$ cat src/rtl/core/ptcg_pkg.sv
package ptcg_pkg;

    localparam int CoordW   = 32;
    localparam int TexW     = 17;
    localparam int FracW    = 16;
    localparam int TolW     = 16;
    localparam int DivSteps = FracW;

    localparam logic [TexW-1:0] TexZero = TexW'(0);
    localparam logic [TexW-1:0] TexHalf = TexW'(32768);
    localparam logic [TexW-1:0] TexOne  = TexW'(65536);
    localparam logic [TolW-1:0] TolReset = TolW'(7);

    typedef logic signed [CoordW-1:0] t_coord;

    typedef enum logic [1:0] {
        PLANE_XY = 2'd0,
        PLANE_YZ = 2'd1,
        PLANE_XZ = 2'd2
    } t_plane;

    typedef enum logic [2:0] {
        CFG_MIN_X = 3'd0,
        CFG_MAX_X = 3'd1,
        CFG_MIN_Y = 3'd2,
        CFG_MAX_Y = 3'd3,
        CFG_MIN_Z = 3'd4,
        CFG_MAX_Z = 3'd5,
        CFG_TOL   = 3'd6
    } t_cfg_idx;

    typedef struct packed {
        t_coord x;
        t_coord y;
        t_coord z;
    } t_vert;

    typedef struct packed {
        t_vert [2:0] vert;
        t_plane      plane;
    } t_tri;

    typedef struct packed {
        t_coord [2:0]    lo;
        t_coord [2:0]    hi;
        logic [TolW-1:0] tol;
    } t_cfg;

    typedef struct packed {
        logic              spec;
        logic [TexW-1:0]   spec_val;
        logic [CoordW-1:0] rem;
        logic [CoordW-1:0] den;
        logic [FracW-1:0]  quo;
    } t_lane;

    typedef struct packed {
        t_plane     plane;
        logic [1:0] slot;
        logic       last;
    } t_side;

endpackage

$ cat src/rtl/core/ptcg_div.sv
module ptcg_div (
    input  logic            i_clk,
    input  logic            i_rst_n,
    input  logic            i_en,
    input  logic            i_valid,
    input  ptcg_pkg::t_side i_side,
    input  ptcg_pkg::t_lane i_lane_u,
    input  ptcg_pkg::t_lane i_lane_v,
    output logic            o_valid,
    output ptcg_pkg::t_side o_side,
    output logic [ptcg_pkg::TexW-1:0] o_tex_u,
    output logic [ptcg_pkg::TexW-1:0] o_tex_v
);
    import ptcg_pkg::*;

    logic  r_valid [DivSteps];
    t_side r_side  [DivSteps];
    t_lane r_u     [DivSteps];
    t_lane r_v     [DivSteps];

    // One restoring step: shift the remainder and try the divisor.
    function automatic t_lane step(t_lane l);
        t_lane n;
        logic [CoordW:0] rem2;
        logic [CoordW:0] diff;
        n = l;
        rem2 = {l.rem, 1'b0};
        diff = rem2 - {1'b0, l.den};
        if (rem2 >= {1'b0, l.den}) begin
            n.rem = diff[CoordW-1:0];
            n.quo = {l.quo[FracW-2:0], 1'b1};
        end else begin
            n.rem = rem2[CoordW-1:0];
            n.quo = {l.quo[FracW-2:0], 1'b0};
        end
        return n;
    endfunction

    always_ff @(posedge i_clk) begin
        if (!i_rst_n) begin
            for (int s = 0; s < DivSteps; s++) begin
                r_valid[s] <= 1'b0;
            end
        end else if (i_en) begin
            r_valid[0] <= i_valid;
            for (int s = 1; s < DivSteps; s++) begin
                r_valid[s] <= r_valid[s-1];
            end
        end
    end

    always_ff @(posedge i_clk) begin
        if (i_en) begin
            r_side[0] <= i_side;
            r_u[0]    <= step(i_lane_u);
            r_v[0]    <= step(i_lane_v);
            for (int s = 1; s < DivSteps; s++) begin
                r_side[s] <= r_side[s-1];
                r_u[s]    <= step(r_u[s-1]);
                r_v[s]    <= step(r_v[s-1]);
            end
        end
    end

    assign o_valid = r_valid[DivSteps-1];
    assign o_side  = r_side[DivSteps-1];
    assign o_tex_u = r_u[DivSteps-1].spec ? r_u[DivSteps-1].spec_val
                                          : TexW'(r_u[DivSteps-1].quo);
    assign o_tex_v = r_v[DivSteps-1].spec ? r_v[DivSteps-1].spec_val
                                          : TexW'(r_v[DivSteps-1].quo);

endmodule

$ cat config.mk
export PLATFORM = sky130hd
export DESIGN_NAME = ptcg_div
export DESIGN_NICKNAME = d
export VERILOG_FILES = /design/src/rtl/core/ptcg_pkg.sv /design/src/rtl/core/ptcg_div.sv
export SDC_FILE = /design/constraint.sdc
export NUM_CORES = 2
export LEC_CHECK = 0
export BUFFER_PORTS_ARGS = -buffer_cell sky130_fd_sc_hd__buf_4
export CORE_ASPECT_RATIO = 1.2
export CORE_UTILIZATION = 50
export DETAILED_ROUTE_END_ITERATION = 7
export PLACE_DENSITY = 0.63
export SYNTH_ARGS = -nofsm -noshare
export SYNTH_HDL_FRONTEND = slang
export SYNTH_SLANG_ARGS = --single-unit
$ cat constraint.sdc
create_clock -name i_clk -period 7.91 [get_ports i_clk]
set_input_delay 0.791 -clock i_clk [delete_from_list [all_inputs] [get_ports i_clk]]
set_output_delay 0.791 -clock i_clk [all_outputs]
set_load 0.01 [all_outputs]
==> impl_metrics.py <==
metrics = {
    "sta": {
        "timing.final.hold_violations": 0,
        "post-route-min-period_ns": 5.48,
        "clock-skew-final_ns": 0.0727,
        "slew_headroom_pct": 13.8,
        "fmax_mhz": 182,
        "final-max-slew-violation-count": 0,
        "final.setup.tns_ns": 0,
        "worstMarginPinSlew_ns": 1.28,
        "number_of_setup_violations_in_the_final_report": 0,
        "final.period_utilization_pct": 69.3,
        "rsz0062_at_grt": "no",
    },
    "grt": {
        "grt_antenna_before_repair": 3,
        "grt_pass1_wl_um": 500000,
        "first_global_vias": 96400,
        "largest_net_degree_at_the_start_of_global_routing": 162,
        "globalRoute.totalOverflow": 0,
        "gr-usage-all-layers_pct": 20.5,
    },
    "placed_design": {
        "dp_hpwl_um": 243000,
        "portBuffers": 212,
        "gp_congestion": 0.931,
        "numPlacedInstances": 16700,
    },
    "cts": {
        "cts_inserted_buffers": 304,
        "clkSlewWorstSetupHoldPaths_ns": 0.06,
        "worstSkewPairLatency_ns": 0.88,
        "tritoncts": "yes",
        "cts_max_level": 5,
        "max-clock-path-buffers": 4,
        "clock_tree.root_cell": "clkbuf_16",
        "cts.repair_timing.setup_buffer_count": 0,
        "tritoncts_num_sinks": 2864,
    },
    "detailed_routing": {
        "via_count": 95100,
        "1st_iter_drt_viols": 6546,
        "post-route-drc-count": 1,
        "drtAntennaViolNets": 0,
        "average_wire_per_cell_in_the_routed_design_um": 18.4,
        "dr.pass1.iters": 8,
        "via_per_instance_ratio": 5.50,
        "wl_um": 318000,
    },
    "logic_synthesis": {
        "mappedNetlistArea_mm2": 0.150,
        "yosysWarnings": 0,
        "async_flop_share_pct": 0,
        "most_area_consuming_cells_after_synthesis": "edfxtp_1 (57%), ha_1 (8.5%), a21oi_1 (3.4%), inv_1 (3.2%), xnor2_1 (2.8%)",
        "synthesis.nets": 14000,
        "muxShareOfSynthArea_pct": 2.57,
        "synth_top_family_by_area": "compound AO/OA/AOI/OAI gates",
        "synth.largest_area_cell": "edfxtp_1",
        "synthDistinctLibCells": 96,
        "yosys.cell_count.top_type": "edfxtp_1",
        "post_synth_inst_count": 12800,
        "synth_seq_area_share_pct": 57.2,
        "synthesis.area_per_instance_um2": 11.8,
        "synth_compound_gate_area_share_pct": 14.0,
        "post_synth_top_area_share_pct": 57.2,
        "synthSimpleGateAreaFrac_pct": 8.69,
        "synth.top_cells.by_count": "edfxtp_1 (2863), inv_1 (1262), ha_1 (1022)",
        "number_of_enable_type_register_cells_in_the_synthesized_netlist": 2863,
        "ys_ff_latch": 2864,
        "synth_xor_area_share_pct": 4.59,
        "postSynth.topFlopCell": "edfxtp_1",
        "synthAdderAreaFrac_pct": 8.91,
    },
    "worst_setup_path": {
        "worst_ep_arrival_time_ns": 6.14,
        "crit_required_ns": 8.57,
        "worstPathMaxFanout": 48,
        "path_class": "flip-flop to flip-flop",
        "startpoint_type": "flip-flop",
        "ff2ff_setup_slack_ns": 2.43,
        "logic_depth_of_the_worst_register_to_register_path": 13,
        "crit_path_end_kind": "flip-flop",
    },
    "final_layout": {
        "layout.filler_cells": 24500,
        "drive_gt1_share_pct": 6.68,
        "finalNetCount": 14300,
        "final_core_util_pct": 55.6,
        "final_cells": 17300,
        "ff_latch_area_mm2": 0.0860,
        "area_growth_syn_to_layout_pct": 10.7,
        "multi_input_comb_area_mm2": 0.0584,
    },
    "min_path": {
        "worstHoldPathType": "input pin to flip-flop",
        "hold-path-cell-count": 1,
    },
    "floorplan": {
        "floorplan.initialDensity_pct": 50.2,
        "floorplan.io_pins": 245,
        "design.die.area_mm2": 0.303,
        "placeableCoreArea_mm2": 0.299,
        "die_height_um": 602,
        "die_width_um": 502,
        "row_count": 220,
    },
    "power": {
        "power.ir.vdd_worst_mv": 0.218,
        "power.share.sequential_pct": 36.0,
        "sw_frac_of_total_pct": 36.3,
        "net-switching-power_w": 0.0236,
        "p_total_w": 0.0651,
        "static-leakage-power_nw": 67.0,
        "share_clk_of_total_power_pct": 21.3,
        "cellInternalPower_w": 0.0415,
        "combPwrFrac_pct": 42.6,
        "power_density_mw_per_mm2": 392,
    },
    "flow_run": {
        "max-cap-violations": 0,
    },
    "run_status": {
        "violations": "DRC",
        "outcome": "finished with violations",
    },
}
-- worst max-delay path: stages (launching register included) --
cell and delay, ns:
edfxtp_1 0.39, inv_1 0.06, ha_1 0.30, nor2b_1 0.14
o21a_1 0.19, o21ai_1 0.17, a21oi_1 0.12, o41ai_1 0.73
a211oi_1 0.27, o31ai_1 0.80, and2_1 0.91, inv_2 0.61
and4_1 0.38, nor3_1 0.20
-- through the flow --
stage | cell area, um2 | setup slack [ns] | hold slack, ns
2_1_floorplan | 150000 | 4.17 | 0.400
3_3_place_gp | 157000 | 2.45 | 0.400
3_5_place_dp | 157000 | 2.48 | 0.405
4_1_cts | 166000 | 2.43 | 0.00155
5_1_grt | 166000 | 2.20 | 0.0118
6_report | 166000 | 2.43 | 0.0921
-- final timing paths --
path,end,start
setup / recovery,r_v[0][467],r_v[0][311]
hold / removal,r_v[0][91],i_lane_v[91]
setup reg to reg,r_v[0][467],r_v[0][311]
hold reg to reg,r_u[1][693],r_u[1][594]
-- layout make-up --
type                    count  share of cell area (%)
flip-flops and latches   2864                    51.7
multi-input cells        8307                    35.1
clock buffers             369                    4.78
well taps                3996                    3.01
inverters                1278                    2.88
repair buffers            287                    1.41
clock inverters           174                    1.09
diodes                      4                 0.00602
-- cell families (layout without fill, tap and decap cells) --
kind of cell,after synthesis,count (layout)
AO/OA/AOI/OAI,3375,3375
XOR/XNOR,788,788
adder cells (fa/ha/maj),1052,1052
buffers and inverters,1592,2108
flip-flops,2864,2864
multiplexers,344,344
other,0,4
AND/OR/NAND/NOR,2748,2748
-- per-layer routing --
layer	routed length (um)	GRT usage [%]	vias to the layer above	share of wire (%)
met1	126000	22.7	44700	40
met4	17600	10.9	0	5.5
met3	10200	2.39	795	3.2
li1	-	-	47500	-
met5	0	0	-	0
met2	164000	38.1	2084	52
-- power groups by stage --
stage               Combinational (W)  Sequential [W]  Clock (W)
finish                         0.0278          0.0235     0.0139
CTS                            0.0277          0.0235     0.0144
global placement               0.0271          0.0237          0
detailed placement             0.0275          0.0238          0
floorplan                      0.0212          0.0229          0
global route                   0.0309          0.0238     0.0149
-- cell usage in the layout (no fill, tap or decap), types with 105 or more instances in the layout --
master	instances
clkbuf_16	309
inv_1	1262
a21oi_1	1016
nand2_1	877
nand2b_1	140
buf_4	270
a31oi_1	105
o21a_1	128
mux2_1	254
nor2b_1	160
ha_1	1022
nor2_1	703
o21ai_1	474
a21o_1	529
nand4_1	146
nor3_1	125
nand3_1	201
o21ai_0	403
xor2_1	311
edfxtp_1	2863
xnor2_1	477
-- flip-flops by register name, summed over array words and instances (netlist names) --
signal	count
r_side	80
r_u	1384
r_v	1384
r_valid	16
-- repair_timing --
item / CTS / global route
hold endpoints to repair: 3 / 0
hold buffers: 3 / 0
gates resized for setup: 0 / 0
Note: power is estimated with default switching activity, not from simulation.
