<file path="src/rtl/core/ptcg_pkg.sv">
package ptcg_pkg;

    localparam int CoordW   = 32;
    localparam int TexW     = 17;
    localparam int FracW    = 16;
    localparam int TolW     = 16;
    localparam int DivSteps = FracW;

    localparam logic [TexW-1:0] TexZero = TexW'(0);
    localparam logic [TexW-1:0] TexHalf = TexW'(32768);
    localparam logic [TexW-1:0] TexOne  = TexW'(65536);
    localparam logic [TolW-1:0] TolReset = TolW'(7);

    typedef logic signed [CoordW-1:0] t_coord;

    typedef enum logic [1:0] {
        PLANE_XY = 2'd0,
        PLANE_YZ = 2'd1,
        PLANE_XZ = 2'd2
    } t_plane;

    typedef enum logic [2:0] {
        CFG_MIN_X = 3'd0,
        CFG_MAX_X = 3'd1,
        CFG_MIN_Y = 3'd2,
        CFG_MAX_Y = 3'd3,
        CFG_MIN_Z = 3'd4,
        CFG_MAX_Z = 3'd5,
        CFG_TOL   = 3'd6
    } t_cfg_idx;

    typedef struct packed {
        t_coord x;
        t_coord y;
        t_coord z;
    } t_vert;

    typedef struct packed {
        t_vert [2:0] vert;
        t_plane      plane;
    } t_tri;

    typedef struct packed {
        t_coord [2:0]    lo;
        t_coord [2:0]    hi;
        logic [TolW-1:0] tol;
    } t_cfg;

    typedef struct packed {
        logic              spec;
        logic [TexW-1:0]   spec_val;
        logic [CoordW-1:0] rem;
        logic [CoordW-1:0] den;
        logic [FracW-1:0]  quo;
    } t_lane;

    typedef struct packed {
        t_plane     plane;
        logic [1:0] slot;
        logic       last;
    } t_side;

endpackage

</file>
<file path="src/rtl/core/ptcg_front.sv">
module ptcg_front (
    input  logic           i_valid,
    output logic           o_stall,
    input  ptcg_pkg::t_vert [2:0] i_vert,
    input  logic [ptcg_pkg::TolW-1:0] i_tol,
    input  logic           i_q_full,
    output logic           o_push,
    output ptcg_pkg::t_tri o_push_tri
);
    import ptcg_pkg::*;

    logic agree_x;
    logic agree_y;
    logic agree_z;

    // Exact 33-bit differences, so no wrap can fake an agreement.
    function automatic logic agree3(t_coord p, t_coord q, t_coord r, logic [TolW-1:0] tol);
        logic signed [CoordW:0] d1;
        logic signed [CoordW:0] d2;
        logic [CoordW:0] m1;
        logic [CoordW:0] m2;
        d1 = {p[CoordW-1], p} - {q[CoordW-1], q};
        d2 = {p[CoordW-1], p} - {r[CoordW-1], r};
        m1 = d1[CoordW] ? (CoordW+1)'(-d1) : (CoordW+1)'(d1);
        m2 = d2[CoordW] ? (CoordW+1)'(-d2) : (CoordW+1)'(d2);
        return (m1 <= (CoordW+1)'(tol)) && (m2 <= (CoordW+1)'(tol));
    endfunction

    always_comb begin
        agree_x = agree3(i_vert[0].x, i_vert[1].x, i_vert[2].x, i_tol);
        agree_y = agree3(i_vert[0].y, i_vert[1].y, i_vert[2].y, i_tol);
        agree_z = agree3(i_vert[0].z, i_vert[1].z, i_vert[2].z, i_tol);
        o_push_tri.vert = i_vert;
        if (agree_x || agree_y) begin
            o_push_tri.plane = (agree_z || agree_y) ? PLANE_XZ : PLANE_YZ;
        end else begin
            o_push_tri.plane = PLANE_XY;
        end
    end

    assign o_stall = i_q_full;
    assign o_push  = i_valid && !i_q_full;

endmodule

</file>
<file path="config.mk">
export PLATFORM = sky130hd
export DESIGN_NAME = ptcg_front
export DESIGN_NICKNAME = d
export VERILOG_FILES = /design/src/rtl/core/ptcg_pkg.sv /design/src/rtl/core/ptcg_front.sv
export SDC_FILE = /design/constraint.sdc
export NUM_CORES = 1
export LEC_CHECK = 0
export BUFFER_PORTS_ARGS = -buffer_cell sky130_fd_sc_hd__buf_2
export CAP_MARGIN = 40
export CELL_PAD_IN_SITES_DETAIL_PLACEMENT = 0
export CELL_PAD_IN_SITES_GLOBAL_PLACEMENT = 1
export CORE_ASPECT_RATIO = 2
export CORE_MARGIN = 2
export CORE_UTILIZATION = 39
export DETAILED_ROUTE_END_ITERATION = 10
export GPL_TIMING_DRIVEN = 0
export PLACE_DENSITY = 0.94
export SYNTH_ARGS = -nofsm -noshare
export SYNTH_HDL_FRONTEND = slang
export SYNTH_SLANG_ARGS = --single-unit
export TNS_END_PERCENT = 30
</file>
<file path="constraint.sdc">
create_clock -name vclk -period 8
set_input_delay 0.4 -clock vclk [all_inputs]
set_output_delay 0.4 -clock vclk [all_outputs]
set_load 0.1 [all_outputs]
</file>
==> impl_metrics.env, run 1 <==
export IMPL_grt_overflow=0
export IMPL_yosysWarnings=0
export IMPL_synth_top_area_share_pct=15.99
export IMPL_first_global_vias=26536
export IMPL_maxCapViolCount=0
export IMPL_grt_start_max_net_pins=11
export IMPL_wl_um=94710
export IMPL_critical_path_top_delay_family="compound AO/OA/AOI/OAI gates"
export IMPL_drv_slew=0
export IMPL_worstMarginPinSlew_ns=0.9303
export IMPL_utilization_pct=46.47
export IMPL_wl_per_cell_um=19.53
export IMPL_max_slew_margin_rel_pct=37.61
export IMPL_cp_depth=31
export IMPL_hold_path_startpoint="i_q_full"
export IMPL_hold_buffers=0
export IMPL_crit_arrival_ns=7.35
export IMPL_hold_viol_final=0
export IMPL_crit_top_cell="buf_4"
export IMPL_drt_iter0_markers=2362
export IMPL_cpMaxStageDelayCell="or4_1"
export IMPL_whs_endpoint="o_push"
export IMPL_syn_inst=3465
export IMPL_fin_nets=4679
export IMPL_holdWs_ns=1.215
export IMPL_start_util_pct=39.22
export IMPL_syn_to_final_growth_pct=18.49
export IMPL_postSynthAreaPerCell_um2=6.638
export IMPL_path_buf_inv=8
export IMPL_die_area_um2=61050
export IMPL_synth_cell_type_count=118
export IMPL_fin_crit_sh_pct=96.86
export IMPL_max_freq_mhz=129.1
export IMPL_yosys_top_cells_count="300 x nand2_1, 298 x a21oi_1, 294 x ha_1, 289 x buf_4, 256 x inv_1"
export IMPL_port_buffers=598
export IMPL_grt_first_pass_wirelength_um=143500
export IMPL_min_path_type="input port to output port"
export IMPL_cp_required_ns=7.60
export IMPL_fin_area_um2=27250
export IMPL_sequential_cell_total=0
export IMPL_leakage_nw=13.02
export IMPL_place_area_um2=27010
export IMPL_synth_top_area_cell="ha_1"
export IMPL_cp_end_kind="output port"
export IMPL_syn_num_nets=4071
export IMPL_rows=126
export IMPL_drive_above_1_share_pct=25.52
export IMPL_ir_worst_vdd_mv=0.05824
export IMPL_clockBufferCount=0
export IMPL_dpl_hpwl_um=81270
export IMPL_grt_total_usage_pct=29.01
export IMPL_core_um2=58650
export IMPL_dr_total_vias=28361
export IMPL_crit_fanout=10
export IMPL_finalWeightedCongestion=0.9454
export IMPL_via_per_inst=5.849
export IMPL_drt_pass1_iter_count=6
export IMPL_die_w_um=175.7
export IMPL_drc_errors=0
export IMPL_yosysMostFrequentCell="nand2_1"
export IMPL_outcome="finished clean"
export IMPL_regArea_um2=0
export IMPL_start_kind="input port"
export IMPL_setup_viol=0
export IMPL_critPathKind="input port to output port"
export IMPL_antenna_found_initial=12
export IMPL_yosys_top_cells_area="ha_1 16%, buf_4 9.4%, a21oi_1 6.5%, nand2_1 4.9%, xnor2_1 4.8%"
export IMPL_ant_nets=0
export IMPL_syn_area_um2=23000
export IMPL_holdPathStages=3
export IMPL_critPathMaxStageDelay_ns=0.58
export IMPL_p_per_area_nw_per_um2=120.6
export IMPL_pin_count=598
export IMPL_seq_area_frac_synth_pct=0
export IMPL_min_period_ns=7.749
export IMPL_dieHeight_um=347.4
-- layer usage --
metal	up-vias	global-route usage (%)	wire length, µm
met5	-	0	13
met4	2	10.05	3598
li1	13742	-	-
met2	1268	50.51	44660
met1	13183	36.94	39490
met3	166	2.785	6943
-- worst max path at each step --
stage / startpoint / to / slack (ns)
2_1_floorplan: i_vert[0] / o_push_tri[1] / 0.39
3_3_place_gp: i_vert[0] / o_push_tri[1] / -1.46
3_5_place_dp: i_vert[0] / o_push_tri[1] / -1.36
4_1_cts: i_vert[7] / o_push_tri[1] / 0.03
5_1_grt: i_vert[199] / o_push_tri[1] / -0.06
6_report: i_vert[199] / o_push_tri[1] / 0.25
-- metrics by stage --
step / std cells / setup WS (ns) / setup TNS, ns / total power [W]
after floorplan: 3465 / 0.3877 / 0 / 0.002469
after global placement: 4831 / -1.460 / -2.718 / 0.003148
after detailed placement: 4838 / -1.361 / -2.519 / 0.003194
after CTS: 4839 / 0.02569 / 0 / 0.003219
after global routing: 4846 / -0.05557 / -0.1036 / 0.003563
final: 4849 / 0.2512 / 0 / 0.003285
-- tightest hold or removal path, delay by kind of cell --
kind / cells / cell delay (ns)
and+or+nand+nor: 1 / 0.04
buffers and inverters: 2 / 0.37
-- cells by family after synthesis --
family / synth area share (%)
AO/OA/AOI/OAI: 32.76
adder cells (fa/ha/maj): 16.52
XOR/XNOR: 7.578
AND/OR/NAND/NOR: 26.39
multiplexers: 1.077
buffers and inverters: 15.68
-- what timing repair did --
item | in CTS | in global routing
pin swaps | 3 | 7
endpoints found under the setup margin | 2 | 2
buffers inserted | 2 | 5
resized for setup | 24 | 34
-- placed cells by master (no fill, tap or decap), types with 75 or more instances in the layout --
master / instances
a21o_1: 85
nand2_1: 300
buf_4: 298
a21oi_1: 295
nor3_1: 85
nand3_1: 97
nand4_1: 82
inv_1: 256
clkbuf_1: 75
xnor2_1: 125
o21ai_0: 199
ha_1: 294
nor2_1: 244
buf_2: 622
-- cell type report --
class / count / area [µm²]
timing repair buffer: 612 / 3120
tap: 768 / 960.9
antenna: 10 / 25.02
inverter: 256 / 960.9
multi-input combinational: 2803 / 19550
fill: 6165 / 31390
buffer: 400 / 2641
-- report_power, final --
group	internal, W	switching, W
registers	0	0
clock network	0.000000000138	0
logic	0.00110	0.00219
total	0.00110	0.00219
(Power assumes the default switching activity.)
==> inputs of run 2 (changes only) <==
--- a/config.mk
+++ b/config.mk
@@ -9,12 +9,12 @@
 export CAP_MARGIN = 40
 export CELL_PAD_IN_SITES_DETAIL_PLACEMENT = 0
 export CELL_PAD_IN_SITES_GLOBAL_PLACEMENT = 1
-export CORE_ASPECT_RATIO = 2
 export CORE_MARGIN = 2
 export CORE_UTILIZATION = 39
 export DETAILED_ROUTE_END_ITERATION = 10
 export GPL_TIMING_DRIVEN = 0
 export PLACE_DENSITY = 0.94
+export REMOVE_ABC_BUFFERS = 1
 export SYNTH_ARGS = -nofsm -noshare
 export SYNTH_HDL_FRONTEND = slang
 export SYNTH_SLANG_ARGS = --single-unit
==> impl_metrics.env, run 2 (synthesis gave the netlist of run 1 again) <==
export IMPL_die_area_um2=60930
export IMPL_wl_um=81580
export IMPL_hold_viol_final=0
export IMPL_path_buf_inv=3
export IMPL_swShare_pct=67.67
export IMPL_start_util_pct=39.19
export IMPL_via_per_inst=5.905
export IMPL_leakage_nw=11.39
export IMPL_wl_per_cell_um=18.36
export IMPL_pin_count=598
export IMPL_mostFrequentLayoutCells="599 x buf_2, 300 x nand2_1, 298 x a21oi_1"
export IMPL_min_path_type="input port to output port"
export IMPL_die_w_um=246.9
export IMPL_fillers=6296
export IMPL_drv_slew=0
export IMPL_start_kind="input port"
export IMPL_dpl_hpwl_um=69550
export IMPL_p_switching_w=0.002098
export IMPL_hold_buffers=0
export IMPL_tns_ns=0
export IMPL_layout_commonest_cell="buf_2"
export IMPL_pwr_share_seq_pct=0
export IMPL_combPwrFrac_pct=100.0
export IMPL_critPathKind="input port to output port"
export IMPL_clockBufferCount=0
export IMPL_outcome="finished clean"
export IMPL_max_freq_mhz=130.7
export IMPL_grt_first_pass_wirelength_um=122600
export IMPL_holdPathStages=2
export IMPL_crit_path_start="i_vert[32]"
export IMPL_maxCapViolCount=0
export IMPL_crit_top_cell="a21oi_1"
export IMPL_regArea_um2=0
export IMPL_min_period_ns=7.653
export IMPL_grt_overflow=0
export IMPL_ant_nets=0
export IMPL_cp_end_kind="output port"
export IMPL_grt_total_usage_pct=24.64
export IMPL_critical_path_top_delay_family="compound AO/OA/AOI/OAI gates"
export IMPL_cpMaxStageDelayCell="a2111oi_0"
export IMPL_p_clk_share_pct=0
export IMPL_worstMarginPinSlew_ns=0.9428
export IMPL_utilization_pct=41.76
export IMPL_first_global_vias=22852
export IMPL_fin_crit_sh_pct=95.67
export IMPL_drive_above_1_share_pct=19.22
export IMPL_setup_viol=0
export IMPL_grt_start_max_net_pins=28
export IMPL_cp_depth=28
export IMPL_fin_nets=4277
export IMPL_critPathMaxStageDelay_ns=0.71
export IMPL_crit_fanout=17
export IMPL_drc_errors=0
export IMPL_antenna_found_initial=2
export IMPL_crit_arrival_ns=7.25
export IMPL_core_um2=58690
export IMPL_dr_total_vias=26236
export IMPL_p_int_w=0.001002
export IMPL_syn_to_final_growth_pct=6.550
export IMPL_max_slew_margin_rel_pct=35.52
export IMPL_sequential_cell_total=0
export IMPL_ir_worst_vdd_mv=0.08639
export IMPL_rows=89
export IMPL_critPathCapture="o_push_tri[0]"
export IMPL_drt_pass1_iter_count=6
export IMPL_drt_iter0_markers=2172
export IMPL_port_buffers=598
export IMPL_p_per_area_nw_per_um2=126.5
export IMPL_cp_required_ns=7.60
export IMPL_dieHeight_um=246.9
export IMPL_finalWeightedCongestion=0.9454
-- run 2: worst min path at each step --
stage                 from               to  slack, ns
2_1_floorplan   i_vert[98]  o_push_tri[100]       0.80
3_3_place_gp   i_vert[166]  o_push_tri[168]       1.18
3_5_place_dp   i_vert[217]  o_push_tri[219]       1.18
4_1_cts        i_vert[217]  o_push_tri[219]       1.18
5_1_grt        i_vert[218]  o_push_tri[220]       1.19
6_report       i_vert[166]  o_push_tri[168]       1.18
-- run 2: power by group through the flow --
stage                   Clock, W  Combinational, W  Sequential, W
2_1_floorplan                  0           0.00177              0
3_3_place_gp                   0           0.00299              0
3_5_place_dp                   0           0.00303              0
4_1_cts                        0           0.00305              0
5_1_grt                        0           0.00337              0
6_report       0.000000000000229           0.00310              0
-- run 2: through the flow --
stage | cell area [µm²] | total power, W | hold slack, ns | setup slack, ns | std cells
3_5_place_dp | 24380 | 0.003028 | 1.183 | -0.02391 | 4438
5_1_grt | 24500 | 0.003367 | 1.188 | -0.0006191 | 4442
3_3_place_gp | 24320 | 0.002994 | 1.184 | -0.7148 | 4430
6_report | 24510 | 0.003100 | 1.183 | 0.3467 | 4443
4_1_cts | 24390 | 0.003046 | 1.184 | 0.01634 | 4438
2_1_floorplan | 20360 | 0.001773 | 0.8000 | 0.1687 | 3059
-- run 2: layout make-up --
cell class                 count  area, µm²  share of cell area [%]
inverter                     256      960.9                   3.921
antenna                        1      2.502                 0.01021
multi-input combinational   2803      19490                   79.53
timing repair buffer         610       3085                   12.59
tap                          773      967.2                   3.946
-- run 2: metal layers --
layer	up-vias	GRT usage, %	part of all wire [%]
li1	12973	-	-
met3	135	2.030	6.2
met1	12113	32.82	44
met4	2	7.318	3.3
met2	1013	42.07	46
met5	-	0	0.016
-- run 2: timing repair --
item	in CTS	in global routing
pin swaps	0	2
endpoints found under the setup margin	1	2
buffers inserted	0	3
gates resized for setup	1	23
==> inputs of run 3 (changes only) <==
--- a/config.mk
+++ b/config.mk
@@ -14,6 +14,7 @@
 export DETAILED_ROUTE_END_ITERATION = 10
 export GPL_TIMING_DRIVEN = 0
 export PLACE_DENSITY = 0.94
+export RECOVER_POWER = 50
 export REMOVE_ABC_BUFFERS = 1
 export SYNTH_ARGS = -nofsm -noshare
 export SYNTH_HDL_FRONTEND = slang
==> impl_metrics.env, run 3 (synthesis gave the netlist of run 1 again) <==
export IMPL_port_buffers=598
export IMPL_ir_worst_vdd_mv=0.08511
export IMPL_p_clk_share_pct=0
export IMPL_die_w_um=246.9
export IMPL_pin_count=598
export IMPL_via_per_inst=5.905
export IMPL_swShare_pct=67.91
export IMPL_hold_path_startpoint="i_vert[64]"
export IMPL_wl_per_cell_um=18.35
export IMPL_worstMarginPinSlew_ns=1.231
export IMPL_p_switching_w=0.002097
export IMPL_sequential_cell_total=0
export IMPL_drv_slew=0
export IMPL_fin_crit_sh_pct=95.27
export IMPL_p_per_area_nw_per_um2=126.9
export IMPL_mostFrequentLayoutCells="454 x buf_2, 300 x nand2_1, 298 x a21oi_1"
export IMPL_grt_overflow=0
export IMPL_layout_commonest_cell="buf_2"
export IMPL_dr_total_vias=26238
export IMPL_critPathKind="input port to output port"
export IMPL_finalWeightedCongestion=0.9454
export IMPL_regArea_um2=0
export IMPL_dieHeight_um=246.9
export IMPL_min_period_ns=7.622
export IMPL_maxCapViolCount=0
export IMPL_combPwrFrac_pct=100.0
export IMPL_drc_errors=0
export IMPL_crit_fanout=17
export IMPL_hold_viol_final=0
export IMPL_cp_required_ns=7.60
export IMPL_start_util_pct=39.19
export IMPL_core_um2=58690
export IMPL_die_area_um2=60930
export IMPL_totalPowerFinal_w=0.003088
export IMPL_min_path_type="input port to output port"
export IMPL_holdWs_ns=1.189
export IMPL_outcome="finished clean"
export IMPL_max_slew_margin_rel_pct=18.31
export IMPL_crit_arrival_ns=7.22
export IMPL_grt_total_usage_pct=24.64
export IMPL_start_kind="input port"
export IMPL_dpl_hpwl_um=69550
export IMPL_pwr_share_seq_pct=0
export IMPL_whs_endpoint="o_push_tri[66]"
export IMPL_hold_buffers=0
export IMPL_drt_pass1_iter_count=6
export IMPL_grt_start_max_net_pins=28
export IMPL_grt_first_pass_wirelength_um=122600
export IMPL_ant_nets=0
export IMPL_antenna_found_initial=2
export IMPL_syn_to_final_growth_pct=5.761
export IMPL_rows=89
export IMPL_max_freq_mhz=131.2
export IMPL_p_int_w=0.0009908
export IMPL_setup_viol=0
export IMPL_first_global_vias=22852
export IMPL_cp_end_kind="output port"
export IMPL_clockBufferCount=0
export IMPL_fin_nets=4277
export IMPL_leakage_nw=10.99
export IMPL_holdPathStages=2
export IMPL_drive_above_1_share_pct=15.26
export IMPL_wl_um=81550
export IMPL_drt_iter0_markers=2218
## run 3: changes by cell type in the layout (fill, tap and decap cells not counted), sizes merged
| cell | change |
|---|---|
| clkbuf | +145 |
| buf | -145 |
## run 3: cell type report
class / count / area [µm²]
diodes: 1 / 2.502
repair buffers: 610 / 2904
multi-input cells: 2803 / 19490
inverters: 256 / 960.9
fillers: 6363 / 34360
well taps: 773 / 967.2
## run 3: metal layers
layer  global-route usage [%]  share of wire (%)  routed length, µm
met2                    42.07                 46              37850
met5                        0              0.016                 13
met4                    7.318                3.3               2696
met3                    2.030                6.2               5021
met1                    32.82                 44              35960
## run 3: worst max path at each step
stage,endpoint,startpoint
after floorplan,o_push_tri[1],i_vert[0]
after global placement,o_push_tri[1],i_vert[0]
after detailed placement,o_push_tri[1],i_vert[0]
after CTS,o_push_tri[1],i_vert[103]
after global routing,o_push_tri[0],i_vert[64]
final,o_push_tri[0],i_vert[32]
## run 3: power groups by stage
| stage | Combinational [W] | Sequential, W | Clock, W |
|---|---|---|---|
| detailed placement | 0.00303 | 0 | 0 |
| CTS | 0.00305 | 0 | 0 |
| finish | 0.00309 | 0 | 0.000000000000570 |
| global placement | 0.00299 | 0 | 0 |
| floorplan | 0.00177 | 0 | 0 |
| global route | 0.00336 | 0 | 0 |
## run 3: stage by stage
| step | instance area [µm²] | instances | worst slack, ns | util (%) | TNS [ns] |
|---|---|---|---|---|---|
| after CTS | 24390 | 4438 | 0.01634 | 41.56 | 0 |
| after detailed placement | 24380 | 4438 | -0.02391 | 41.55 | -0.02391 |
| after global placement | 24320 | 4430 | -0.7148 | 41.43 | -1.311 |
| final | 24330 | 4443 | 0.3780 | 41.45 | 0 |
| after global routing | 24320 | 4442 | -0.0006191 | 41.45 | -0.0006191 |
| after floorplan | 20360 | 3059 | 0.1687 | - | 0 |
## run 3: what timing repair did
action,CTS,global route
setup endpoints to repair,1,2
pin swaps,0,2
endpoints found under the hold margin,0,0
gates resized for setup,1,23
buffers inserted,0,3
## run 3: critical path, stage by stage
cell and delay (ns):
buf_2 0.10, inv_1 0.12, ha_1 0.21, fa_1 0.20, nand2b_1 0.16, a21oi_1 0.12, o31ai_1 0.53, a21oi_1 0.20
a31o_2 0.32, a21o_1 0.23, a41o_2 0.42, nor2_1 0.14, a21oi_1 0.05, ha_1 0.29, nor2b_1 0.13, o21a_1 0.16
o211ai_1 0.15, a21oi_1 0.10, a211o_1 0.27, a2111oi_0 0.70, o22ai_1 0.24, a211oi_1 0.27, nand4_1 0.11, nor4bb_1 0.32
nand4_1 0.12, or4b_1 0.65, and3b_1 0.24, buf_4 0.23
