==> src/rtl/core/ptcg_pkg.sv <==
package ptcg_pkg;

    localparam int CoordW   = 32;
    localparam int TexW     = 17;
    localparam int FracW    = 16;
    localparam int TolW     = 16;
    localparam int DivSteps = FracW;

    localparam logic [TexW-1:0] TexZero = TexW'(0);
    localparam logic [TexW-1:0] TexHalf = TexW'(32768);
    localparam logic [TexW-1:0] TexOne  = TexW'(65536);
    localparam logic [TolW-1:0] TolReset = TolW'(7);

    typedef logic signed [CoordW-1:0] t_coord;

    typedef enum logic [1:0] {
        PLANE_XY = 2'd0,
        PLANE_YZ = 2'd1,
        PLANE_XZ = 2'd2
    } t_plane;

    typedef enum logic [2:0] {
        CFG_MIN_X = 3'd0,
        CFG_MAX_X = 3'd1,
        CFG_MIN_Y = 3'd2,
        CFG_MAX_Y = 3'd3,
        CFG_MIN_Z = 3'd4,
        CFG_MAX_Z = 3'd5,
        CFG_TOL   = 3'd6
    } t_cfg_idx;

    typedef struct packed {
        t_coord x;
        t_coord y;
        t_coord z;
    } t_vert;

    typedef struct packed {
        t_vert [2:0] vert;
        t_plane      plane;
    } t_tri;

    typedef struct packed {
        t_coord [2:0]    lo;
        t_coord [2:0]    hi;
        logic [TolW-1:0] tol;
    } t_cfg;

    typedef struct packed {
        logic              spec;
        logic [TexW-1:0]   spec_val;
        logic [CoordW-1:0] rem;
        logic [CoordW-1:0] den;
        logic [FracW-1:0]  quo;
    } t_lane;

    typedef struct packed {
        t_plane     plane;
        logic [1:0] slot;
        logic       last;
    } t_side;

endpackage

==> src/rtl/core/ptcg_queue.sv <==
module ptcg_queue (
    input  logic           i_clk,
    input  logic           i_rst_n,
    input  logic           i_push,
    input  ptcg_pkg::t_tri i_push_tri,
    output logic           o_full,
    input  logic           i_pop,
    output logic           o_empty,
    output ptcg_pkg::t_tri o_head
);
    import ptcg_pkg::*;

    t_tri       r_mem [2];
    logic       r_wr_ptr;
    logic       r_rd_ptr;
    logic [1:0] r_count;

    assign o_full  = (r_count == 2'd2);
    assign o_empty = (r_count == 2'd0);
    assign o_head  = r_mem[r_rd_ptr];

    always_ff @(posedge i_clk) begin
        if (!i_rst_n) begin
            r_wr_ptr <= 1'b0;
            r_rd_ptr <= 1'b0;
            r_count  <= 2'd0;
        end else begin
            if (i_push) begin
                r_wr_ptr <= !r_wr_ptr;
            end
            if (i_pop) begin
                r_rd_ptr <= !r_rd_ptr;
            end
            if (i_push && !i_pop) begin
                r_count <= r_count + 2'd1;
            end else if (i_pop && !i_push) begin
                r_count <= r_count - 2'd1;
            end
        end
    end

    always_ff @(posedge i_clk) begin
        if (i_push) begin
            r_mem[r_wr_ptr] <= i_push_tri;
        end
    end

endmodule

==> config.mk <==
export PLATFORM = sky130hd
export DESIGN_NAME = ptcg_queue
export DESIGN_NICKNAME = d
export VERILOG_FILES = /design/src/rtl/core/ptcg_pkg.sv /design/src/rtl/core/ptcg_queue.sv
export SDC_FILE = /design/constraint.sdc
export NUM_CORES = 1
export LEC_CHECK = 0
export ABC_AREA = 1
export ABC_CLOCK_PERIOD_IN_PS = 17700
export CAP_MARGIN = 20
export CORE_AREA = 2 2 231 233
export DETAILED_ROUTE_END_ITERATION = 10
export DIE_AREA = 0 0 233 235
export DONT_BUFFER_PORTS = 1
export REMOVE_ABC_BUFFERS = 1
export SLEW_MARGIN = 20
export SYNTH_ARGS = -nofsm -noshare
export SYNTH_HDL_FRONTEND = slang
export SYNTH_SLANG_ARGS = --single-unit
==> constraint.sdc <==
create_clock -name i_clk -period 17.7 [get_ports i_clk]
set_input_delay 0.885 -clock i_clk [delete_from_list [all_inputs] [get_ports i_clk]]
set_output_delay 0.885 -clock i_clk [all_outputs]
set_load 0.01 [all_outputs]
==> results.ini, run 1 <==
[run_status]
status = complete, no violations

[sta]
finalHoldViolCount = 0
setup_viol = 0
slew_headroom = 0.239
worst_pin_slew_ns = 1.14
grt_setup_unrepaired = false
fin_tns_setup_ns = 0
finalCriticalPeriod_ns = 4.35
fmax_ghz = 0.230
finalMaxSlewViolations = 0
fin_crit_sh = 0.246
fin_worst_skew_ns = 0.0127

[clock_tree]
post_cts_buffers = 0
cts-buffers-inserted = 58
cts.sinks = 585
cts.clk_slew.worst_paths_ns = 0.06
clock_latency_ns = 0.59
cts_tree = yes
cts_resized = 0
postCtsHoldBufs = 0
cts-root-buf = clkbuf_16
cts_buffer_depth = 3
htreeDepth = 2

[worst_hold_path]
holdPathStages = 0
hold_path_class = input port to register
min-delay-start = i_push_tri[196]

[global_route]
grt_pass1_wl_um = 61800
grt_max_degree = 138
grtUsageTotal = 0.155
grt_pass1_vias = 9110
antenna_found_initial = 0
overflow = 0

[place]
port_buffers = 0
dpl.cell_count = 1603
dpl.hpwl_um = 30700
gp_congestion = 0.868
dpl_cell_area_mm2 = 0.0223

[routing]
avgRoutedWirePerCell_um = 26.1
drt-initial-drc-count = 497
drc_errors = 0
drtAntennaViolNets = 0
vias = 8663
avgViaCountPerCell = 5.07
wl_um = 44500
drtPass1Iterations = 4

[critical_path]
r2r_cells = 4
path_cells = buf_4, buf_4, mux2_2
cp_data_required_time_ns = 16.82
cp-start-kind = register
crit_top_cell = buf_4
crit_buf_inv = 2
max_stage_delay_ns = 0.80
cp.depth = 3
critical_path.top_delay_family = buffers and inverters
end_kind = primary output
slowest_stage = dfxtp_4
critical_path_class = register to primary output
critPathMaxFanout = 60
reg2reg_from = r_wr_ptr
arrival_ns = 3.46

[pwr]
p_comb_frac = 0.066
pwr-share-clk = 0.399
p_seq_frac = 0.535
internal-power_mw = 2.41
p_sw_frac = 0.209
peakVddDrop_v = 0.0000874
leakage_nw = 8.01
powerDensity_mw_per_mm2 = 126
p_sw_uw = 636

[synthesis]
async_flop_share = 0
synth.most_common_cell = edfxtp_1
synth_top_area_frac = 0.809
yosysTopAreaCell = edfxtp_1
synth_edf_count = 580
ys_seq_elements = 585
synth_warnings = 0
netlist_instances = 937
avgSynthCellArea_um2 = 23.0
synth_ff_type = edfxtp_1
synth_area_leaders = edfxtp_1, mux2_2, mux2_4, buf_6, buf_2
synth_common_cells = edfxtp_1, mux2_2, mux2_4
synth_area_mm2 = 0.0215
synth.distinct_cells = 15
seq_area_frac_synth = 0.814

[floorplan]
die_h_um = 235
coreArea_mm2 = 0.0522
num_io_pins = 586
initial_utilization = 0.412
die_w_um = 233
die_area_mm2 = 0.0548
num_rows = 84

[cells_and_area]
nets = 1270
stdcell_count = 1709
fin_area_mm2 = 0.0241
drive_gt1_frac = 0.371
seqCellArea_mm2 = 0.0175
multi_input_area_mm2 = 0.00375
area_growth_pct = 12.2
n_fill_cell = 4275
diodes = 0

[run]
drv_cap = 0

layer usage:
layer	vias up	track usage	wire [µm]
li1	3802	-	-
met1	4375	0.152	14500
met2	407	0.273	23100
met3	79	0.0803	5470
met4	0	0.0575	1390
met5	-	0	0
final cells by class:
| class | instances | area share |
|---|---|---|
| repair buffers | 10 | 0.00363 |
| multi-input cells | 312 | 0.155 |
| clock inverters | 35 | 0.0154 |
| well taps | 688 | 0.0357 |
| clock buffers | 71 | 0.0630 |
| flip-flops and latches | 585 | 0.726 |
| inverters | 8 | 0.00155 |
through the flow:
step           worst slack, ns   util  total power [mW]  hold slack (ns)
6_report                 13.35  0.462              3.05            0.381
3_5_place_dp             13.91  0.426              1.86            0.512
2_1_floorplan             3.71      -              1.87            0.463
4_1_cts                  13.29  0.462              3.08            0.333
3_3_place_gp             13.93  0.426              1.86            0.475
5_1_grt                  13.13  0.462              3.15            0.336
path summary, 6_finish.rpt:
path	to	slack, ns
min	r_mem[1][196]	0.38
max reg2reg	r_mem[1][174]	14.40
max	o_head[43]	13.35
min reg2reg	r_count[0]	0.53
sequential cells by signal, summed over array words and instances (netlist names), named ones only:
register  cells
r_count       2
r_rd_ptr      1
r_mem       580
r_wr_ptr      1
cells in the final DEF, fill, tap and decap left out, drive strengths merged, types with 2 or more instances in the layout:
master      n
bufinv      8
clkbuf     71
inv        10
clkinvlp    2
dfxtp       5
mux2      290
edfxtp    580
nor2        9
clkinv     23
buf        10
nand2       8
cells by family (layout without fill, tap and decap cells):
group	after synthesis	after routing	share of synthesized area
AOI/OAI and AO/OA	2	2	0.000465
adders and majority gates	1	1	0.000581
buffers and inverters	40	124	0.0122
DFF	585	585	0.814
muxes	290	290	0.169
and+or+nand+nor	19	19	0.00349
power by group through the flow:
stage,Sequential [mW],Clock [mW],Combinational [mW]
after floorplan,1.69,0,0.178
after global placement,1.66,0,0.205
after detailed placement,1.66,0,0.205
after CTS,1.63,1.25,0.206
after global routing,1.63,1.30,0.213
final,1.63,1.22,0.202
No activity file was read; power rests on OpenSTA's default activity.
==> inputs of run 2 (changes only) <==
--- a/config.mk
+++ b/config.mk
@@ -5,8 +5,8 @@
 export SDC_FILE = /design/constraint.sdc
 export NUM_CORES = 1
 export LEC_CHECK = 0
-export ABC_AREA = 1
-export ABC_CLOCK_PERIOD_IN_PS = 17700
+export ABC_AREA = 0
+export ABC_CLOCK_PERIOD_IN_PS = 4200
 export CAP_MARGIN = 20
 export CORE_AREA = 2 2 231 233
 export DETAILED_ROUTE_END_ITERATION = 10
==> constraint.sdc (replaced) <==
create_clock -name i_clk -period 4.2 [get_ports i_clk]
set_input_delay 0.21 -clock i_clk [delete_from_list [all_inputs] [get_ports i_clk]]
set_output_delay 0.21 -clock i_clk [all_outputs]
set_load 0.01 [all_outputs]
==> results.ini, run 2 <==
[cells_and_area]
mostFrequentLayoutCell = edfxtp_1
fin_area_mm2 = 0.0271  ; +12%
reg_top3 = r_mem x580, r_count x2
final_core_util = 0.519  ; +0.0569
stdcell_count = 2004  ; +17%
most-common-layout-cells = edfxtp_1, dlygate4sd3_1, mux2_2
drive_gt1_frac = 0.303  ; -0.0684
largest_reg_flops = 580  ; unchanged
nets = 1562  ; +23%
largest_register = r_mem
area_growth_pct = 26.1

[pwr]
powerDensity_mw_per_mm2 = 474  ; +280%
peakVddDrop_v = 0.000440  ; +400%
power_mw = 12.8  ; +320%
leakage_nw = 9.23  ; +15%

[routing]
wl_um = 46400  ; +4.2%
avgRoutedWirePerCell_um = 23.2  ; -11%
drtPass1Iterations = 4  ; unchanged
drc_errors = 0  ; unchanged
avgViaCountPerCell = 4.89  ; -3.5%
vias = 9801  ; +13%
drt-initial-drc-count = 509  ; +2.4%
drtAntennaViolNets = 0  ; unchanged

[sta]
holdWs_ns = 0.0464  ; -0.335 ns
fin_worst_skew_ns = 0.00795  ; -0.00479 ns
finalHoldViolCount = 0  ; unchanged
grt_setup_unrepaired = false
fmax_ghz = 0.377
worst_pin_slew_ns = 0.902  ; -0.239 ns
fin_crit_sh = 0.632
slew_headroom = 0.399  ; +0.159
fin_tns_setup_ns = 0  ; unchanged
finalMaxSlewViolations = 0  ; unchanged
fin_ws_ns = 1.54  ; -11.81 ns
finalCriticalPeriod_ns = 2.66
setup_viol = 0  ; unchanged

[synthesis]
synth.distinct_cells = 18  ; +3
synth_xor_area_frac = 0.00122  ; +0.00122
synth_warnings = 0  ; unchanged
synth_common_cells = edfxtp_1, mux2_2, mux2_4
synth_compound_area_frac = 0.000931  ; +0.000466
synth.most_common_cell = edfxtp_1
synthAdderAreaFrac = 0.000582  ; about the same
yosys.area_share.simple = 0.00250  ; -0.000987
netlist_instances = 924  ; -1.4%
synth_top_family_by_area = multiplexers
synth_area_mm2 = 0.0215  ; about the same
avgSynthCellArea_um2 = 23.3  ; +1.4%
ys_seq_elements = 585  ; unchanged
synth_edf_count = 580  ; unchanged
synth_area_leaders = edfxtp_1, mux2_2, mux2_4, buf_6, buf_2
seq_area_frac_synth = 0.815  ; about the same
async_flop_share = 0  ; unchanged
synth_ff_type = edfxtp_1
synth_top_area_frac = 0.810  ; about the same
yosysTopAreaCell = edfxtp_1
synth.mux.area_fraction = 0.169  ; about the same

[clock_tree]
post_cts_buffers = 0  ; unchanged
clock_latency_ns = 0.58  ; about the same
cts_buffer_depth = 3  ; unchanged
cts.sinks = 585  ; unchanged
cts-root-buf = clkbuf_16
cts-buffers-inserted = 57  ; -1.7%
htreeDepth = 2  ; unchanged
cts_tree = yes
cts.clk_slew.worst_paths_ns = 0.06  ; about the same

[global_route]
grt_pass1_wl_um = 66100  ; +6.9%
overflow = 0  ; unchanged
grt_max_degree = 107  ; -22%
grtUsageTotal = 0.161  ; +0.00667
antenna_found_initial = 6  ; +6
grt_pass1_vias = 10588  ; +16%

[critical_path]
rrSetupSlack_ns = 2.12  ; -12.28 ns
end_kind = primary output
critical_path_class = register to primary output
r2r_cells = 2  ; -2
worstReg2RegEnd = r_mem[1][213]
arrival_ns = 2.45  ; -1.01 ns
cp-start-kind = register
reg2reg_from = r_wr_ptr
critPathMaxFanout = 54  ; -10%
cp_data_required_time_ns = 3.99  ; -12.83 ns

[floorplan]
initial_utilization = 0.412  ; about the same
die_h_um = 235  ; unchanged
num_io_pins = 586  ; unchanged
coreArea_mm2 = 0.0522  ; unchanged
die_area_mm2 = 0.0548  ; unchanged
num_rows = 84  ; unchanged
die_w_um = 233  ; unchanged

[run_status]
status = complete, no violations

[place]
dpl_cell_area_mm2 = 0.0225  ; +0.93%
pre_cts_ws_ns = 2.08  ; -11.83 ns
port_buffers = 0  ; unchanged
dpl.cell_count = 1603  ; unchanged
dpl.hpwl_um = 30200  ; -1.5%
gp_congestion = 0.807  ; -7.1%

[worst_hold_path]
holdPathStages = 3  ; +3
whs_endpoint = r_count[1]
min-delay-start = i_push
hold_path_class = input port to register

[run]
drv_cap = 0  ; unchanged

==> run 2: cell count changes in the layout (fill, tap and decap cells not counted), sizes merged, moves of 2 or more <==
| cell | change |
|---|---|
| buf | +13 |
| and2 | +4 |
| xor2 | +2 |
| dlygate4sd3 | +293 |
| nand2 | -8 |
| inv | -8 |
| clkinv | +3 |
| diode | +5 |
| nor2 | -8 |
| bufinv | -5 |
| nor2b | +3 |
==> run 2: worst max-delay path by stage <==
stage | from | to | slack (ns) | cells past startpoint
CTS | register | o_head[71] | 1.47 | 2
global placement | r_wr_ptr | r_mem[1][145] | 2.10 | 2
detailed placement | r_wr_ptr | r_mem[1][46] | 2.08 | 2
finish | register | o_head[71] | 1.54 | 2
floorplan | r_wr_ptr | r_wr_ptr | -9.89 | 2
global route | register | o_head[71] | 1.39 | 2
==> run 2: metal layers <==
metal	global-route usage	vias to the layer above	share of wire
met1	0.176	4924	0.37
met3	0.0592	89	0.088
met2	0.286	397	0.52
li1	-	4389	-
met5	0	-	0.00028
met4	0.0562	2	0.028
==> run 2: what timing repair did <==
action / 4_1_cts / 5_1_grt
hold endpoints to repair: 585 / 0
hold buffers: 293 / 0
endpoints found under the setup margin: 0 / 0
gates resized for setup: 0 / 0
==> run 2: logic make-up (layout without fill, tap and decap cells) <==
| logic type | count (synthesis) | after routing |
|---|---|---|
| DFF | 585 | 585 |
| muxes | 290 | 290 |
| buffers and inverters | 33 | 420 |
| and+or+nand+nor | 9 | 9 |
| AOI/OAI and AO/OA | 3 | 3 |
| xor gates and xnor gates | 3 | 3 |
| adders and majority gates | 1 | 1 |
| other | 0 | 5 |
==> run 2: power by group <==
group	switching (mW)	total, mW	internal, mW
combinational	0.682	1.28	0.597
sequential	0.0922	6.85	6.75
clock	2.06	4.72	2.67
==> run 2: cell type report <==
class | count | area, µm²
Fill cell | 4059 | 25100
Sequential cell | 585 | 17500
Multi-Input combinational cell | 306 | 3760
Timing Repair Buffer | 316 | 3240
Clock buffer | 70 | 1480
Tap cell | 688 | 861
Clock inverter | 33 | 240
Antenna cell | 5 | 12.5
Inverter | 1 | 3.75
==> run 2: worst max-delay path: stages (launching register included) <==
cell	delay [ns]
dfxtp_4	0.93
buf_4	0.45
mux2_2	0.42
==> inputs of run 3 (changes only) <==
--- a/config.mk
+++ b/config.mk
@@ -6,7 +6,7 @@
 export NUM_CORES = 1
 export LEC_CHECK = 0
 export ABC_AREA = 0
-export ABC_CLOCK_PERIOD_IN_PS = 4200
+export ABC_CLOCK_PERIOD_IN_PS = 2550
 export CAP_MARGIN = 20
 export CORE_AREA = 2 2 231 233
 export DETAILED_ROUTE_END_ITERATION = 10
==> constraint.sdc (replaced) <==
create_clock -name i_clk -period 2.55 [get_ports i_clk]
set_input_delay 0.1275 -clock i_clk [delete_from_list [all_inputs] [get_ports i_clk]]
set_output_delay 0.1275 -clock i_clk [all_outputs]
set_load 0.01 [all_outputs]
==> results.ini, run 3 (same netlist as run 2, synthesis figures left out) <==
[global_route]
globalRouteMet3Util = 0.0602  ; +0.000971
grt_max_degree = 76  ; -29%
grt_pass1_vias = 10679  ; +0.86%
gr-max-usage-layer = met2
gr-usage-met2 = 0.286  ; about the same
grt_pass1_wl_um = 66700  ; +0.94%
grtUsageMet1 = 0.179  ; +0.00258
antenna_found_initial = 3  ; -3
grtUsageTotal = 0.162  ; +0.00110
overflow = 0  ; unchanged

[floorplan]
die_area_mm2 = 0.0548  ; unchanged
die_h_um = 235  ; unchanged
num_io_pins = 586  ; unchanged
initial_utilization = 0.412  ; unchanged
die_w_um = 233  ; unchanged
coreArea_mm2 = 0.0522  ; unchanged
num_rows = 84  ; unchanged

[critical_path]
critPathMaxFanout = 26  ; -52%
path_cells = buf_4, mux2_2
end_kind = primary output
arrival_ns = 2.08  ; -0.37 ns
rrSetupSlack_ns = 0.84  ; -1.28 ns
reg2reg_from = r_wr_ptr
max_stage_delay_ns = 0.64  ; -0.29 ns
critical_path_class = register to primary output
slowest_stage = dfxtp_4
cp-start-kind = register
worstReg2RegEnd = r_mem[1][40]
r2r_cells = 2  ; unchanged
cp_data_required_time_ns = 2.42  ; -1.57 ns

[place]
dpl.hpwl_um = 31200  ; +3.0%
gp_congestion = 0.813  ; +0.72%
port_buffers = 0  ; unchanged
dpl.cell_count = 1614  ; +0.69%

[cells_and_area]
area_growth_pct = 27.6
stdcell_count = 2021  ; +0.85%
drive_gt1_frac = 0.312  ; +0.00897
mostFrequentLayoutCell = edfxtp_1
nets = 1576  ; +0.90%
final_core_util = 0.525  ; +0.00623
most-common-layout-cells = edfxtp_1, dlygate4sd3_1, mux2_2
largest_register = r_mem
reg_top3 = r_mem x580, r_count x2
largest_reg_flops = 580  ; unchanged

[sta]
finalHoldViolCount = 0  ; unchanged
setup_viol = 0  ; unchanged
fmax_ghz = 0.452
finalCriticalPeriod_ns = 2.21
grt_setup_unrepaired = false
slew_headroom = 0.606  ; +0.207
fin_worst_skew_ns = 0.00844  ; +0.000482 ns
finalMaxSlewViolations = 0  ; unchanged
fin_crit_sh = 0.868
worst_pin_slew_ns = 0.591  ; -0.311 ns

[clock_tree]
cts.sinks = 585  ; unchanged
clock_latency_ns = 0.59  ; about the same
htreeDepth = 2  ; unchanged
cts_buffer_depth = 3  ; unchanged
cts_resized = 0  ; unchanged
cts-root-buf = clkbuf_16
post_cts_buffers = 0  ; unchanged
cts.clk_slew.worst_paths_ns = 0.06  ; about the same
cts_tree = yes
postCtsHoldBufs = 295  ; +0.68%
cts-buffers-inserted = 58  ; +1.8%

[worst_hold_path]
min-delay-start = i_pop
hold_path_class = input port to register
holdPathStages = 5  ; +2
whs_endpoint = r_count[1]

[run_status]
status = complete, no violations

[routing]
avgViaCountPerCell = 4.90  ; +0.20%
drtAntennaViolNets = 0  ; unchanged
wl_um = 46000  ; -0.97%
drc_errors = 0  ; unchanged
avgRoutedWirePerCell_um = 22.7  ; -1.8%
vias = 9904  ; +1.1%
drt-initial-drc-count = 438  ; -14%
drtPass1Iterations = 4  ; unchanged

[pwr]
leakage_nw = 9.40  ; +1.8%
peakVddDrop_v = 0.000562  ; +28%
powerDensity_mw_per_mm2 = 791  ; +67%

[run]
drv_cap = 0  ; unchanged

==> run 3: layer usage <==
layer	wire length, µm	share of wire
met2	23700	0.52
met3	4140	0.090
met4	1300	0.028
met5	13	0.00028
met1	16800	0.37
==> run 3: worst max-delay path, delay by kind of cell (launching register included) <==
| family | cells | cell delay (ns) |
|---|---|---|
| multiplexers | 1 | 0.42 |
| buffers and inverters | 1 | 0.41 |
| flip-flops | 1 | 0.64 |
==> run 3: how the worst max path moves through the flow <==
stage	start	endpoint	slack, ns
4_1_cts	register	o_head[11]	0.25
3_5_place_dp	r_wr_ptr	r_mem[1][260]	0.83
6_report	register	o_head[11]	0.34
2_1_floorplan	r_wr_ptr	r_wr_ptr	-11.54
3_3_place_gp	r_wr_ptr	r_mem[1][260]	0.86
5_1_grt	register	o_head[133]	0.20
==> run 3: layout make-up <==
class                   count  area (µm²)
fillers                  3996       24800
well taps                 688         861
inverters                   1        3.75
flip-flops and latches    585       17500
diodes                      2        5.00
clock buffers              69        1560
clock inverters            41         339
multi-input cells         306        3760
repair buffers            329        3400
==> run 3: stage by stage <==
stage | cell area [µm²] | setup WS, ns | hold WS, ns | TNS [ns] | power, mW
6_report | 27400 | 0.338 | 0.0534 | 0 | 21.7
2_1_floorplan | 21300 | -11.54 | 0.226 | -6715.91 | 13.2
4_1_cts | 27400 | 0.252 | 0.0101 | 0 | 22.0
3_5_place_dp | 22600 | 0.826 | 0.226 | 0 | 13.2
5_1_grt | 27400 | 0.196 | 0.0990 | 0 | 22.5
3_3_place_gp | 22600 | 0.856 | 0.226 | 0 | 13.2
==> run 3: power by group <==
part,internal [mW],switching [mW]
combinational,1.02,1.15
sequential,11.1,0.133
clock,4.86,3.44
total,17.0,4.72
